==> src/rtl/md5_pkg.sv <==
// Shared types, constants and round functions for the MD5 hash engine.
// Used by md5_ctrl, md5_datapath and md5_hash_engine; depends on nothing else.
`timescale 1ns / 1ps
`default_nettype none

package md5_pkg;

  localparam int unsigned PadLimit = 55;

  localparam logic [31:0] IV_A = 32'h67452301;
  localparam logic [31:0] IV_B = 32'hefcdab89;
  localparam logic [31:0] IV_C = 32'h98badcfe;
  localparam logic [31:0] IV_D = 32'h10325476;

  localparam logic [7:0] PAD_MARK = 8'h80;

  localparam logic [1:0] WORD_A = 2'd0;
  localparam logic [1:0] WORD_D = 2'd3;

  typedef struct packed {
    logic [7:0] data_byte;
    logic       has_byte;
    logic       is_last;
  } md5_in_t;

  typedef struct packed {
    logic [31:0] digest_word;
    logic [1:0]  word_index;
    logic        last_word;
  } md5_out_t;

  typedef struct packed {
    logic       take_byte;
    logic       prep;
    logic       round;
    logic [5:0] idx;
    logic       fold;
    logic       finish;
    logic       mark_en;
    logic       len_en;
  } md5_cmd_t;

  typedef struct packed {
    logic [5:0] pos;
  } md5_stat_t;

  function automatic logic [31:0] md5_rotl(input logic [31:0] x, input logic [4:0] s);
    logic [63:0] dbl;
    dbl = {x, x} << s;
    return dbl[63:32];
  endfunction

  function automatic logic [4:0] md5_s(input logic [5:0] i);
    logic [4:0] s;
    case ({i[5:4], i[1:0]})
      4'd0:    s = 5'd7;
      4'd1:    s = 5'd12;
      4'd2:    s = 5'd17;
      4'd3:    s = 5'd22;
      4'd4:    s = 5'd5;
      4'd5:    s = 5'd9;
      4'd6:    s = 5'd14;
      4'd7:    s = 5'd20;
      4'd8:    s = 5'd4;
      4'd9:    s = 5'd11;
      4'd10:   s = 5'd16;
      4'd11:   s = 5'd23;
      4'd12:   s = 5'd6;
      4'd13:   s = 5'd10;
      4'd14:   s = 5'd15;
      4'd15:   s = 5'd21;
      default: s = 5'd0;
    endcase
    return s;
  endfunction

  function automatic logic [3:0] md5_g(input logic [5:0] i);
    logic [3:0] lo;
    logic [3:0] g;
    lo = i[3:0];
    case (i[5:4])
      2'd0:    g = lo;
      2'd1:    g = lo + (lo << 2) + 4'd1;
      2'd2:    g = lo + (lo << 1) + 4'd5;
      2'd3:    g = (lo << 3) - lo;
      default: g = lo;
    endcase
    return g;
  endfunction

  function automatic logic [31:0] md5_k(input logic [5:0] i);
    logic [31:0] k;
    case (i)
      6'd0:    k = 32'hd76aa478;
      6'd1:    k = 32'he8c7b756;
      6'd2:    k = 32'h242070db;
      6'd3:    k = 32'hc1bdceee;
      6'd4:    k = 32'hf57c0faf;
      6'd5:    k = 32'h4787c62a;
      6'd6:    k = 32'ha8304613;
      6'd7:    k = 32'hfd469501;
      6'd8:    k = 32'h698098d8;
      6'd9:    k = 32'h8b44f7af;
      6'd10:   k = 32'hffff5bb1;
      6'd11:   k = 32'h895cd7be;
      6'd12:   k = 32'h6b901122;
      6'd13:   k = 32'hfd987193;
      6'd14:   k = 32'ha679438e;
      6'd15:   k = 32'h49b40821;
      6'd16:   k = 32'hf61e2562;
      6'd17:   k = 32'hc040b340;
      6'd18:   k = 32'h265e5a51;
      6'd19:   k = 32'he9b6c7aa;
      6'd20:   k = 32'hd62f105d;
      6'd21:   k = 32'h02441453;
      6'd22:   k = 32'hd8a1e681;
      6'd23:   k = 32'he7d3fbc8;
      6'd24:   k = 32'h21e1cde6;
      6'd25:   k = 32'hc33707d6;
      6'd26:   k = 32'hf4d50d87;
      6'd27:   k = 32'h455a14ed;
      6'd28:   k = 32'ha9e3e905;
      6'd29:   k = 32'hfcefa3f8;
      6'd30:   k = 32'h676f02d9;
      6'd31:   k = 32'h8d2a4c8a;
      6'd32:   k = 32'hfffa3942;
      6'd33:   k = 32'h8771f681;
      6'd34:   k = 32'h6d9d6122;
      6'd35:   k = 32'hfde5380c;
      6'd36:   k = 32'ha4beea44;
      6'd37:   k = 32'h4bdecfa9;
      6'd38:   k = 32'hf6bb4b60;
      6'd39:   k = 32'hbebfbc70;
      6'd40:   k = 32'h289b7ec6;
      6'd41:   k = 32'heaa127fa;
      6'd42:   k = 32'hd4ef3085;
      6'd43:   k = 32'h04881d05;
      6'd44:   k = 32'hd9d4d039;
      6'd45:   k = 32'he6db99e5;
      6'd46:   k = 32'h1fa27cf8;
      6'd47:   k = 32'hc4ac5665;
      6'd48:   k = 32'hf4292244;
      6'd49:   k = 32'h432aff97;
      6'd50:   k = 32'hab9423a7;
      6'd51:   k = 32'hfc93a039;
      6'd52:   k = 32'h655b59c3;
      6'd53:   k = 32'h8f0ccc92;
      6'd54:   k = 32'hffeff47d;
      6'd55:   k = 32'h85845dd1;
      6'd56:   k = 32'h6fa87e4f;
      6'd57:   k = 32'hfe2ce6e0;
      6'd58:   k = 32'ha3014314;
      6'd59:   k = 32'h4e0811a1;
      6'd60:   k = 32'hf7537e82;
      6'd61:   k = 32'hbd3af235;
      6'd62:   k = 32'h2ad7d2bb;
      6'd63:   k = 32'heb86d391;
      default: k = 32'h0;
    endcase
    return k;
  endfunction

endpackage

`default_nettype wire

==> src/rtl/md5_datapath.sv <==
// Datapath of the MD5 hash engine: block buffer, padding view, round logic,
// chaining value, length counter and digest buffer. Depends on md5_pkg.
`timescale 1ns / 1ps
`default_nettype none

module md5_datapath (
  input  wire logic              clk,
  input  wire logic              rst,
  input  wire md5_pkg::md5_cmd_t cmd,
  input  wire md5_pkg::md5_in_t  req,
  input  wire logic [1:0]        out_idx,
  output md5_pkg::md5_stat_t     stat,
  output logic [31:0]            digest_word
);
  import md5_pkg::*;

  logic [31:0] words [16];
  logic [31:0] chain [4];
  logic [31:0] digest [4];
  logic [31:0] ra, rb, rc, rd;
  logic [31:0] pre;
  logic [60:0] msg_bytes;
  logic [5:0]  pos;

  logic [5:0]  nidx;
  logic [3:0]  g;
  logic [31:0] w_raw, w_eff;
  logic [63:0] bit_len;
  logic [31:0] a_src, pre_next;
  logic [31:0] fv, rot, b_next;

  assign nidx    = cmd.prep ? 6'd0 : cmd.idx + 6'd1;
  assign g       = md5_g(nidx);
  assign w_raw   = words[g];
  assign bit_len = {msg_bytes, 3'b000};

  always_comb begin
    logic [5:0] bidx;
    bidx  = '0;
    w_eff = w_raw;
    if (cmd.mark_en) begin
      for (int j = 0; j < 4; j++) begin
        bidx = {g, 2'(j)};
        if (bidx == pos) begin
          w_eff[8*j +: 8] = PAD_MARK;
        end else if (bidx > pos) begin
          w_eff[8*j +: 8] = 8'h00;
        end
      end
    end else if (cmd.len_en) begin
      w_eff = 32'h0;
    end
    if (cmd.len_en && g == 4'd14) begin
      w_eff = bit_len[31:0];
    end else if (cmd.len_en && g == 4'd15) begin
      w_eff = bit_len[63:32];
    end
  end

  assign a_src    = cmd.prep ? chain[0] : rd;
  assign pre_next = a_src + md5_k(nidx) + w_eff;

  always_comb begin
    case (cmd.idx[5:4])
      2'd0:    fv = (rb & rc) | (~rb & rd);
      2'd1:    fv = (rd & rb) | (~rd & rc);
      2'd2:    fv = rb ^ rc ^ rd;
      2'd3:    fv = rc ^ (rb | ~rd);
      default: fv = 32'h0;
    endcase
  end

  assign rot    = md5_rotl(pre + fv, md5_s(cmd.idx));
  assign b_next = rb + rot;

  always_ff @(posedge clk) begin
    if (cmd.take_byte) begin
      words[pos[5:2]][{pos[1:0], 3'b000} +: 8] <= req.data_byte;
    end
    if (cmd.prep) begin
      ra  <= chain[0];
      rb  <= chain[1];
      rc  <= chain[2];
      rd  <= chain[3];
      pre <= pre_next;
    end else if (cmd.round) begin
      ra  <= rd;
      rb  <= b_next;
      rc  <= rb;
      rd  <= rc;
      pre <= pre_next;
    end
    if (cmd.finish) begin
      for (int k = 0; k < 4; k++) begin
        digest[k] <= chain[k];
      end
    end
  end

  always_ff @(posedge clk) begin
    if (rst || cmd.finish) begin
      chain[0]  <= IV_A;
      chain[1]  <= IV_B;
      chain[2]  <= IV_C;
      chain[3]  <= IV_D;
      msg_bytes <= '0;
      pos       <= '0;
    end else begin
      if (cmd.fold) begin
        chain[0] <= chain[0] + ra;
        chain[1] <= chain[1] + rb;
        chain[2] <= chain[2] + rc;
        chain[3] <= chain[3] + rd;
      end
      if (cmd.take_byte) begin
        msg_bytes <= msg_bytes + 61'd1;
        pos       <= pos + 6'd1;
      end
    end
  end

  assign stat.pos    = pos;
  assign digest_word = digest[out_idx];

`ifndef SYNTHESIS
  a_finish_clears: assert property (@(posedge clk) disable iff (rst)
    cmd.finish |=> pos == 6'd0 && msg_bytes == 61'd0 && chain[0] == IV_A)
    else $error("finish did not return the engine to the initial vector");
  a_digest_captured: assert property (@(posedge clk) disable iff (rst)
    cmd.finish |=> digest[3] == $past(chain[3]))
    else $error("digest buffer did not capture the chaining value");
  a_pos_tracks_count: assert property (@(posedge clk) disable iff (rst)
    pos == msg_bytes[5:0])
    else $error("block position lost track of the byte count");
`endif

endmodule

`default_nettype wire

==> src/rtl/md5_ctrl.sv <==
// Controller of the MD5 hash engine: request intake, block and padding
// sequencing, round counter and digest output handshake. Depends on md5_pkg.
`timescale 1ns / 1ps
`default_nettype none

module md5_ctrl (
  input  wire logic               clk,
  input  wire logic               rst,
  input  wire logic               msg_valid,
  output logic                    msg_stall,
  input  wire md5_pkg::md5_in_t   req,
  output logic                    dig_valid,
  input  wire logic               dig_stall,
  output logic [1:0]              out_idx,
  input  wire md5_pkg::md5_stat_t stat,
  output md5_pkg::md5_cmd_t       cmd
);
  import md5_pkg::*;

  typedef enum logic [4:0] {
    S_IDLE  = 5'b00001,
    S_PREP  = 5'b00010,
    S_ROUND = 5'b00100,
    S_FOLD  = 5'b01000,
    S_DONE  = 5'b10000
  } state_t;

  state_t     state, state_next;
  logic [5:0] cnt, cnt_next;
  logic       mark_en, mark_en_next;
  logic       len_en, len_en_next;
  logic       fin, fin_next;
  logic       out_busy, out_busy_next;
  logic [1:0] out_idx_next;
  logic [5:0] pos_eff;
  logic       take;

  assign msg_stall = (state != S_IDLE);
  assign take      = msg_valid && !msg_stall;
  assign pos_eff   = stat.pos + {5'd0, req.has_byte};

  always_comb begin
    state_next    = state;
    cnt_next      = cnt;
    mark_en_next  = mark_en;
    len_en_next   = len_en;
    fin_next      = fin;
    out_busy_next = out_busy;
    out_idx_next  = out_idx;

    cmd           = '0;
    cmd.idx       = cnt;
    cmd.mark_en   = mark_en;
    cmd.len_en    = len_en;
    cmd.take_byte = take && req.has_byte;

    if (dig_valid && !dig_stall) begin
      if (out_idx == WORD_D) begin
        out_busy_next = 1'b0;
        out_idx_next  = WORD_A;
      end else begin
        out_idx_next = out_idx + 2'd1;
      end
    end

    case (state)
      S_IDLE: begin
        if (take) begin
          if (req.has_byte && stat.pos == 6'd63) begin
            mark_en_next = 1'b0;
            len_en_next  = 1'b0;
            fin_next     = req.is_last;
            state_next   = S_PREP;
          end else if (req.is_last) begin
            mark_en_next = 1'b1;
            len_en_next  = (32'(pos_eff) <= PadLimit);
            fin_next     = 1'b1;
            state_next   = S_PREP;
          end
        end
      end
      S_PREP: begin
        cmd.prep   = 1'b1;
        cnt_next   = 6'd0;
        state_next = S_ROUND;
      end
      S_ROUND: begin
        cmd.round = 1'b1;
        cnt_next  = cnt + 6'd1;
        if (cnt == 6'd63) begin
          state_next = S_FOLD;
        end
      end
      S_FOLD: begin
        cmd.fold = 1'b1;
        if (len_en) begin
          state_next = S_DONE;
        end else if (fin) begin
          if (mark_en) begin
            mark_en_next = 1'b0;
            len_en_next  = 1'b1;
          end else begin
            mark_en_next = 1'b1;
            len_en_next  = (32'(stat.pos) <= PadLimit);
          end
          state_next = S_PREP;
        end else begin
          state_next = S_IDLE;
        end
      end
      S_DONE: begin
        if (!out_busy) begin
          cmd.finish    = 1'b1;
          out_busy_next = 1'b1;
          out_idx_next  = WORD_A;
          fin_next      = 1'b0;
          mark_en_next  = 1'b0;
          len_en_next   = 1'b0;
          state_next    = S_IDLE;
        end
      end
      default: begin
        state_next = S_IDLE;
      end
    endcase
  end

  always_ff @(posedge clk) begin
    if (rst) begin
      state    <= S_IDLE;
      cnt      <= '0;
      mark_en  <= 1'b0;
      len_en   <= 1'b0;
      fin      <= 1'b0;
      out_busy <= 1'b0;
      out_idx  <= WORD_A;
    end else begin
      state    <= state_next;
      cnt      <= cnt_next;
      mark_en  <= mark_en_next;
      len_en   <= len_en_next;
      fin      <= fin_next;
      out_busy <= out_busy_next;
      out_idx  <= out_idx_next;
    end
  end

  assign dig_valid = out_busy;

`ifndef SYNTHESIS
  a_round_count: assert property (@(posedge clk) disable iff (rst)
    state == S_ROUND && cnt == 6'd63 |=> state == S_FOLD)
    else $error("round sequence did not end after the last round");
  a_no_overwrite: assert property (@(posedge clk) disable iff (rst)
    cmd.finish |-> !out_busy)
    else $error("digest loaded while the previous digest was still pending");
  a_output_start: assert property (@(posedge clk) disable iff (rst)
    cmd.finish |=> out_busy && out_idx == WORD_A)
    else $error("digest output did not start at word A");
  a_done_needs_length: assert property (@(posedge clk) disable iff (rst)
    state == S_FOLD && !len_en |=> state != S_DONE)
    else $error("digest finished without the length block");
`endif

endmodule

`default_nettype wire

==> src/rtl/md5_hash_engine.sv <==
// A request is taken while the engine is idle; the request that fills a block starts a load,
// 64 rounds of the single round unit and a chaining add, with requests stalled meanwhile.
// A last request adds one or two padding blocks, then the digest is loaded once the previous
// digest has left; the four digest words then leave one per cycle while the receiver does not stall.
// Reset (rst, synchronous) loads the initial vector, clears the length and block position,
// and empties the output; block buffer and round registers are not reset.
`timescale 1ns / 1ps
`default_nettype none

module md5_hash_engine (
  input  wire logic              clk,
  input  wire logic              rst,
  input  wire logic              msg_valid,
  output logic                   msg_stall,
  input  wire md5_pkg::md5_in_t  msg,
  output logic                   dig_valid,
  input  wire logic              dig_stall,
  output md5_pkg::md5_out_t      dig
);
  import md5_pkg::*;

  md5_cmd_t    cmd;
  md5_stat_t   stat;
  logic [1:0]  out_idx;
  logic [31:0] digest_word;

  md5_ctrl u_ctrl (
    .clk       (clk),
    .rst       (rst),
    .msg_valid (msg_valid),
    .msg_stall (msg_stall),
    .req       (msg),
    .dig_valid (dig_valid),
    .dig_stall (dig_stall),
    .out_idx   (out_idx),
    .stat      (stat),
    .cmd       (cmd)
  );

  md5_datapath u_datapath (
    .clk         (clk),
    .rst         (rst),
    .cmd         (cmd),
    .req         (msg),
    .out_idx     (out_idx),
    .stat        (stat),
    .digest_word (digest_word)
  );

  assign dig.digest_word = digest_word;
  assign dig.word_index  = out_idx;
  assign dig.last_word   = (out_idx == WORD_D);

endmodule

`default_nettype wire

==> config.mk <==
export PLATFORM = sky130hd
export DESIGN_NAME = md5_hash_engine
export DESIGN_NICKNAME = d
export VERILOG_FILES = /design/src/rtl/md5_pkg.sv /design/src/rtl/md5_datapath.sv /design/src/rtl/md5_ctrl.sv /design/src/rtl/md5_hash_engine.sv
export SDC_FILE = /design/constraint.sdc
export NUM_CORES = 2
export LEC_CHECK = 0
export BUFFER_PORTS_ARGS = -buffer_cell sky130_fd_sc_hd__buf_2
export CAP_MARGIN = 5
export CORE_UTILIZATION = 60
export CTS_BUF_LIST = sky130_fd_sc_hd__clkbuf_4 sky130_fd_sc_hd__clkbuf_8
export CTS_CLUSTER_DIAMETER = 60
export DETAILED_ROUTE_END_ITERATION = 6
export HOLD_SLACK_MARGIN = 0.1
export PLACE_DENSITY_LB_ADDON = 0.12
export SLEW_MARGIN = 40
export SYNTH_ARGS = -nofsm -noshare
export SYNTH_HDL_FRONTEND = slang
export SYNTH_SLANG_ARGS = --single-unit
export TNS_END_PERCENT = 10
==> constraint.sdc <==
create_clock -name clk -period 30.9 [get_ports clk]
set_input_delay 6.18 -clock clk [delete_from_list [all_inputs] [get_ports clk]]
set_output_delay 6.18 -clock clk [all_outputs]
set_load 0.02 [all_outputs]
## Yosys cells after proc, flatten, opt, wreduce, memory -nomap -nowiden

Memory sizes are Yosys's and may differ from the RTL's. A register that Yosys moved wholly into a read port is not among the register bits.
Index checks and enable logic that the tools add are counted.
Widths: inputs -> output; s select.

| storage, ports and cells | value |
|---|---|
| register bits | 244 |
| bits in writable memories | 768 |
| ROM bits | 2,128 |
| logic and storage cells | 191 |
| memories | 5 |

| cells by class | value |
|---|---|
| add/subtract/negate cells | 19 |
| order comparisons | 6 |
| eq/ne operators | 27 |
| shifts and indexed selects | 3 |
| muxes and demuxes | 82 |
| bitwise logic cells | 16 |
| reductions and logical operators | 19 |

Memory list:

| memory | depth | bits a word | rd ports | clocked after memory_dff | write ports | RTL line | text |
|---|---|---|---|---|---|---|---|
| (no name shown) | 64 | 32 | 1 | 0 | 0 | md5_pkg.sv:93 | `case (i)` |
| u_datapath.words | 16 | 32 | 1 | 0 | 1 | md5_datapath.sv:17 | `logic [31:0] words [16];` |
| u_datapath.chain | 4 | 32 | 4 | 0 | 4 | md5_datapath.sv:18 | `logic [31:0] chain [4];` |
| u_datapath.digest | 4 | 32 | 1 | 1 | 4 | md5_datapath.sv:19 | `logic [31:0] digest [4];` |
| (no name shown) | 16 | 5 | 1 | 1 | 0 | md5_pkg.sv:55 | `case ({i[5:4], i[1:0]})` |

Operator list:

| kind | number |
|---|---|
| $mux 32 | 20 |
| $add 32x32->32 | 8 |
| $and 32x32->32 | 4 |
| $pmux 32 s4 | 1 |
| $or 32x32->32 | 3 |
| $xor 32x32->32 | 3 |
| $mux 8 | 8 |
| $not 32->32 | 2 |
| $shl 64x5->64 | 1 |
| $add 61x1->61 const B | 1 |
| $mux 1 | 32 |
| $shift 8x7->32 const A | 1 |
| $shiftx 8x7->32 | 1 |
| $mux 5 | 6 |
| $pmux 5 s5 | 1 |
| $eq 6x6->1 | 4 |
| $gt 6x6->1 | 4 |
| $pmux 4 s4 | 1 |
| $add 6x1->6 const B | 2 |
| $eq 6x6->1 const B | 2 |
| $le 6x6->1 const B | 2 |
| $mux 2 | 6 |
| $pmux 6 s2 | 1 |
| $reduce_and 4->1 | 3 |
| other kinds (31) | 55 |

## Depth between registers and ports, before layout

| depth | value |
|---|---|
| word-level depth | 15 |
| depth in mapped cells | 43 |

## Modules after synthesis

A second synthesis with hierarchy kept.

| second synthesis, totals | value |
|---|---|
| cell total of the unflattened synthesis | 4,977 |
| area total of the unflattened synthesis | 58,907.7 um^2 |

Modules (own cells, without submodules):

| module | times used | cells an instance | area an instance (um^2) | sequential area each (um^2) |
|---|---|---|---|---|
| md5_datapath | 1 | 4,847 | 57,823.0 | 29,208.0 |
| md5_ctrl | 1 | 129 | 1,078.5 | 340.3 |
| md5_hash_engine | 1 | 1 | 6.3 | 0.0 |

## Worst setup path after synthesis

No wires, ideal clock.

| timing path | value |
|---|---|
| path kind | register to register |
| start | reg u_ctrl.state[3] |
| end | mem u_datapath.chain[0][0], enable pin |
| data arrival time | 9.394 ns |
| data required time | 30.408 ns |
| setup slack | 21.014 ns |
| stages on the path, launching flop included | 6 |
| path through | dfxtp_1 > nor2_1 > nand3_1 > nor2_1 > nor2_1 > nand2_1 |

RTL lines:

| element | RTL line | text |
|---|---|---|
| start: declaration | md5_ctrl.sv:28 | `state_t state, state_next;` |
| start signal: assignment | md5_ctrl.sv:138 | `state <= state_next;` |
| end: declaration | md5_datapath.sv:18 |  |

## Final worst setup path

| timing path | value |
|---|---|
| start | reg u_ctrl.cnt[1] |
| end | reg u_datapath.pre[31], data pin |

| between the ends | value |
|---|---|
| word-level cells in the longest chain between the ends | 14 |

RTL lines:

| element | RTL line | text |
|---|---|---|
| start: declaration | md5_ctrl.sv:29 | `logic [5:0] cnt, cnt_next;` |
| start signal: assignment | md5_ctrl.sv:139 | `cnt <= cnt_next;` |
| $add 6x1->6 (*) | md5_datapath.sv:32 | `assign nidx = cmd.prep ? 6'd0 : cmd.idx + 6'd1;` |
| $mux 6 (*) | md5_datapath.sv:32 |  |
| $add 4x4->4, on equally long branches | md5_pkg.sv:84, md5_pkg.sv:83 |  |
| $add 4x3->4 or $add 4x1->4 (tied branches) | md5_pkg.sv:84, md5_pkg.sv:83 |  |
| $pmux 4 s4 | md5_pkg.sv:81 | `case (i[5:4])` |
| $mem_v2 16x32 or $gt 6x6->1 (tied branches) | - |  |
| $mux 8 | md5_datapath.sv:46 | `end else if (bidx > pos) begin` |
| $mux 8 | md5_datapath.sv:44 | `if (bidx == pos) begin` |
| $mux 32 | md5_datapath.sv:41 | `if (cmd.mark_en) begin` |
| $mux 32 | md5_datapath.sv:55 | `end else if (cmd.len_en && g == 4'd15) begin` |
| $mux 32 | md5_datapath.sv:53 | `if (cmd.len_en && g == 4'd14) begin` |
| $add 32x32->32 (*) | md5_datapath.sv:61 | `assign pre_next = a_src + md5_k(nidx) + w_eff;` |
| named net u_datapath.pre_next[31] | md5_datapath.sv:29 | `logic [31:0] a_src, pre_next;` |
| $mux 32 | md5_datapath.sv:86 | `end else if (cmd.round) begin` |
| $mux 32 (*) | md5_datapath.sv:80 | `if (cmd.prep) begin` |
| end signal: assignment | md5_datapath.sv:85 | `pre <= pre_next;` |
| end signal: assignment | md5_datapath.sv:91 | `pre <= pre_next;` |
| end: declaration | md5_datapath.sv:21 | `logic [31:0] pre;` |

Mark *: on every way through the listed nets, which the timed path passes. The rest lies on a longest branch. The select of a mux whose other input is x is not followed.
A chain may end at the register's enable or synchronous reset.

==> reports/metrics.cfg <==
[die]
core_area_um2 = 98400
io_pins = 51
core.rowCount = 115
start_util_pct = 60.5
dieArea_um2 = 101000
chipWidth_um = 317
die_h_um = 317

[placed_design]
gp_congestion = 1.02
port_buffers = 50
place_hpwl_um = 126000
postPlaceCellArea_um2 = 61000
dp.cells = 6979

[logic_synthesis]
avgSynthCellArea_um2 = 10.1
synthTopCellsByCount = nand2_1 (1101), edfxtp_1 (928), nor2_1 (454), a21oi_1 (324), ha_1 (297)
yosysTopAreaCell = edfxtp_1
synthCells = 5876
ys_types = 91
ys.flop_type = edfxtp_1
synth-compound-area-share_pct = 14.4
synth_mux_area_share_pct = 3.73
synth-simple-area-share_pct = 17.3
synth_top_area_share_pct = 46.8
synth_top_family_by_area = simple AND/OR/NAND/NOR gates
ys_seq_area_share_pct = 49.8
synth_seq_cells = 1017
yosysWarnings = 0
synth_area_leaders = edfxtp_1 (47%), nand2_1 (6.9%), ha_1 (6.2%), dfxtp_1 (3.0%), nor2_1 (2.9%)
synth_xor_area_share_pct = 4.08
synth_area_um2 = 59600
synth.most_common_cell = nand2_1
synth_edf_count = 928
synth_fp_nets = 6228
synthAdderAreaFrac_pct = 7.62
synth_async_sr_flop_share_pct = 0

[detailed_routing]
route.detailed.drc = 10
detail-route-antenna-nets = 0
vias_per_cell = 6.46
drt-initial-drc-count = 5600
vias = 47102
routed_wl_um = 180000
avgRoutedWirePerCell_um = 24.7
first_pass_iters = 7

[timing]
rsz0062_at_grt = no
period_needed_ns = 10.53
final-setup-viol-count = 0
fmax_ghz = 0.0950
hold_viol = 0
worst_pin_slew_ns = 0.984
relSlewSlack_pct = 32.7
tns_ns = 0
final.period_utilization_pct = 34.1
skew_ns = 0.0431
final_max_slew_viol_count = 0

[cts]
post_cts_resized = 0
clockRootBuffer = clkbuf_8
numCtsBuffers = 169
cts.path.max_buffers = 3
clkSinkCount = 1017
cts-htree-levels = 4
path_clk_slew_ns = 0.07
hold_buffers = 0
cts_setup_buffers = 0
cts_tree = yes
clkLatencyLatePin_ns = 0.89

[global_routing]
grt_antenna_before_repair = 2
grt_max_degree = 161
overflow = 0
grt_pass1_wl_um = 269000
globalRouteTotalUtil_pct = 35.5
grt_pass1_vias = 44451

[run]
maxCapViolations = 0

[final_layout]
fin_cells = 7291
nets = 6217
final_area_um2 = 64400
synthToLayoutAreaGrowth_pct = 8.21
drive_gt1_share_pct = 9.35
fin_util_pct = 65.5

[pwr]
leakage_nw = 24.1
vdd_drop_max_mv = 0.0546
p_per_area_nw_per_um2 = 94.1

[worst_setup_path]
path_max_fanout = 50
cp.depth = 37
path_delay_family = adder cells
cp-end-kind = register
crit_type = reg -> reg
critical_path_required_ns = 31.51
critPathMaxStageDelay_ns = 0.76
crit_slowest_cell = ha_1
cp_data_arrival_time_ns = 11.14
r2r_cells = 37
start_kind = register
r2r_start = u_ctrl.cnt[1]
startpoint = u_ctrl.cnt[1]
critPathBufInv = 6

[outcome]
violations = design-rule violations
run_status = finished with violations

[hold_path]
hold_class = reg -> reg
min_delay_path_depth = 0
holdCritStartpoint = u_datapath.chain[2][16]

## per-layer routing
layer	GRT usage, %	vias to the layer above	share of wire (%)
met1	46.2	22863	40
met3	5.24	455	7.2
met4	17.7	0	4.9
li1	-	21599	-
met2	58.2	2185	48
met5	0	-	0
## logic make-up (layout without fill, tap and decap cells)
kind of cell,Yosys count,count (layout)
XOR/XNOR,272,272
AND/OR/NAND/NOR,2321,2321
multiplexers,160,160
buffers and inverters,470,596
adder cells (fa/ha/maj),338,338
AO/OA/AOI/OAI,1298,1298
flip-flops,1017,1017
other,0,2
## metrics by stage
stage	power (mW)	hold WS [ns]	setup WS, ns
floorplan	4.02	0.457	21.01
global placement	4.78	0.468	20.72
detailed placement	4.83	0.474	20.57
CTS	6.03	0.486	20.51
global route	6.41	0.498	19.64
finish	6.06	0.488	20.37
## flip-flops by register name, indices dropped and copies added, names as in the netlist, named ones only
name                  flops
u_ctrl.dig_valid          1
u_ctrl.len_en             1
u_datapath.msg_bytes     61
u_ctrl.fin                1
u_datapath.ra            32
u_ctrl.cnt                6
u_ctrl.state              5
u_datapath.chain        128
u_datapath.rd            32
u_datapath.rb            32
u_datapath.digest       128
u_datapath.words        512
u_ctrl.mark_en            1
u_datapath.rc            32
u_ctrl.out_idx            2
u_datapath.stat           6
u_datapath.pre           32
## worst reg2reg max path, delay by kind of cell (launching register included)
kind	cells	cell delay (ns)
fa+ha+maj	7	3.09
compound gates	10	2.60
simple gates	12	2.59
buf+inv	6	1.42
flops	1	0.33
xor+xnor	2	0.27
## layout by cell type, fill, tap and decap left out, types with 24 or more instances in the layout
master and count:
a211oi_1 48, and2_1 54, o211ai_1 35, nand3_1 237, nor2_1 422, o21ai_0 283, and3_1 113, o21bai_1 24
nor2b_1 28, a221o_1 44, a211o_1 26, xnor2_1 142, a21o_1 86, clkbuf_4 48, ha_1 297, mux2_2 33
clkbuf_8 177, edfxtp_1 928, o21a_1 45, buf_4 62, nand2_1 1097, a311oi_1 99, nand4_1 40, buf_2 50
or3_1 44, xor2_1 123, dfxtp_1 85, nor2_2 28, nand2b_1 98, inv_1 155, a31oi_1 72, fa_1 41
a21oi_1 323, o2111ai_1 35, mux2i_1 79, mux4_2 46, nor3_1 88, clkinv_1 46
## power by group
| part | switching [mW] | internal (mW) |
|---|---|---|
| clock | 0.570 | 0.621 |
| sequential | 0.0842 | 1.70 |
| combinational | 1.87 | 1.22 |
## final cells by class
cell class | instances | area (µm²)
multi-input combinational | 4389 | 28300
fill | 7751 | 34000
clock inverter | 83 | 546
inverter | 163 | 624
tap | 1287 | 1610
clock buffer | 225 | 2800
sequential | 1017 | 29700
timing repair buffer | 125 | 901
antenna | 2 | 5.00
## final timing paths
kind | to | slack (ns)
worst max-delay path | u_datapath.pre[31] | 20.37
worst min-delay path | u_datapath.digest[2][16] | 0.49
worst max register to register | u_datapath.pre[31] | 20.37
worst min register to register | u_datapath.digest[2][16] | 0.49
(Power assumes the default switching activity.)
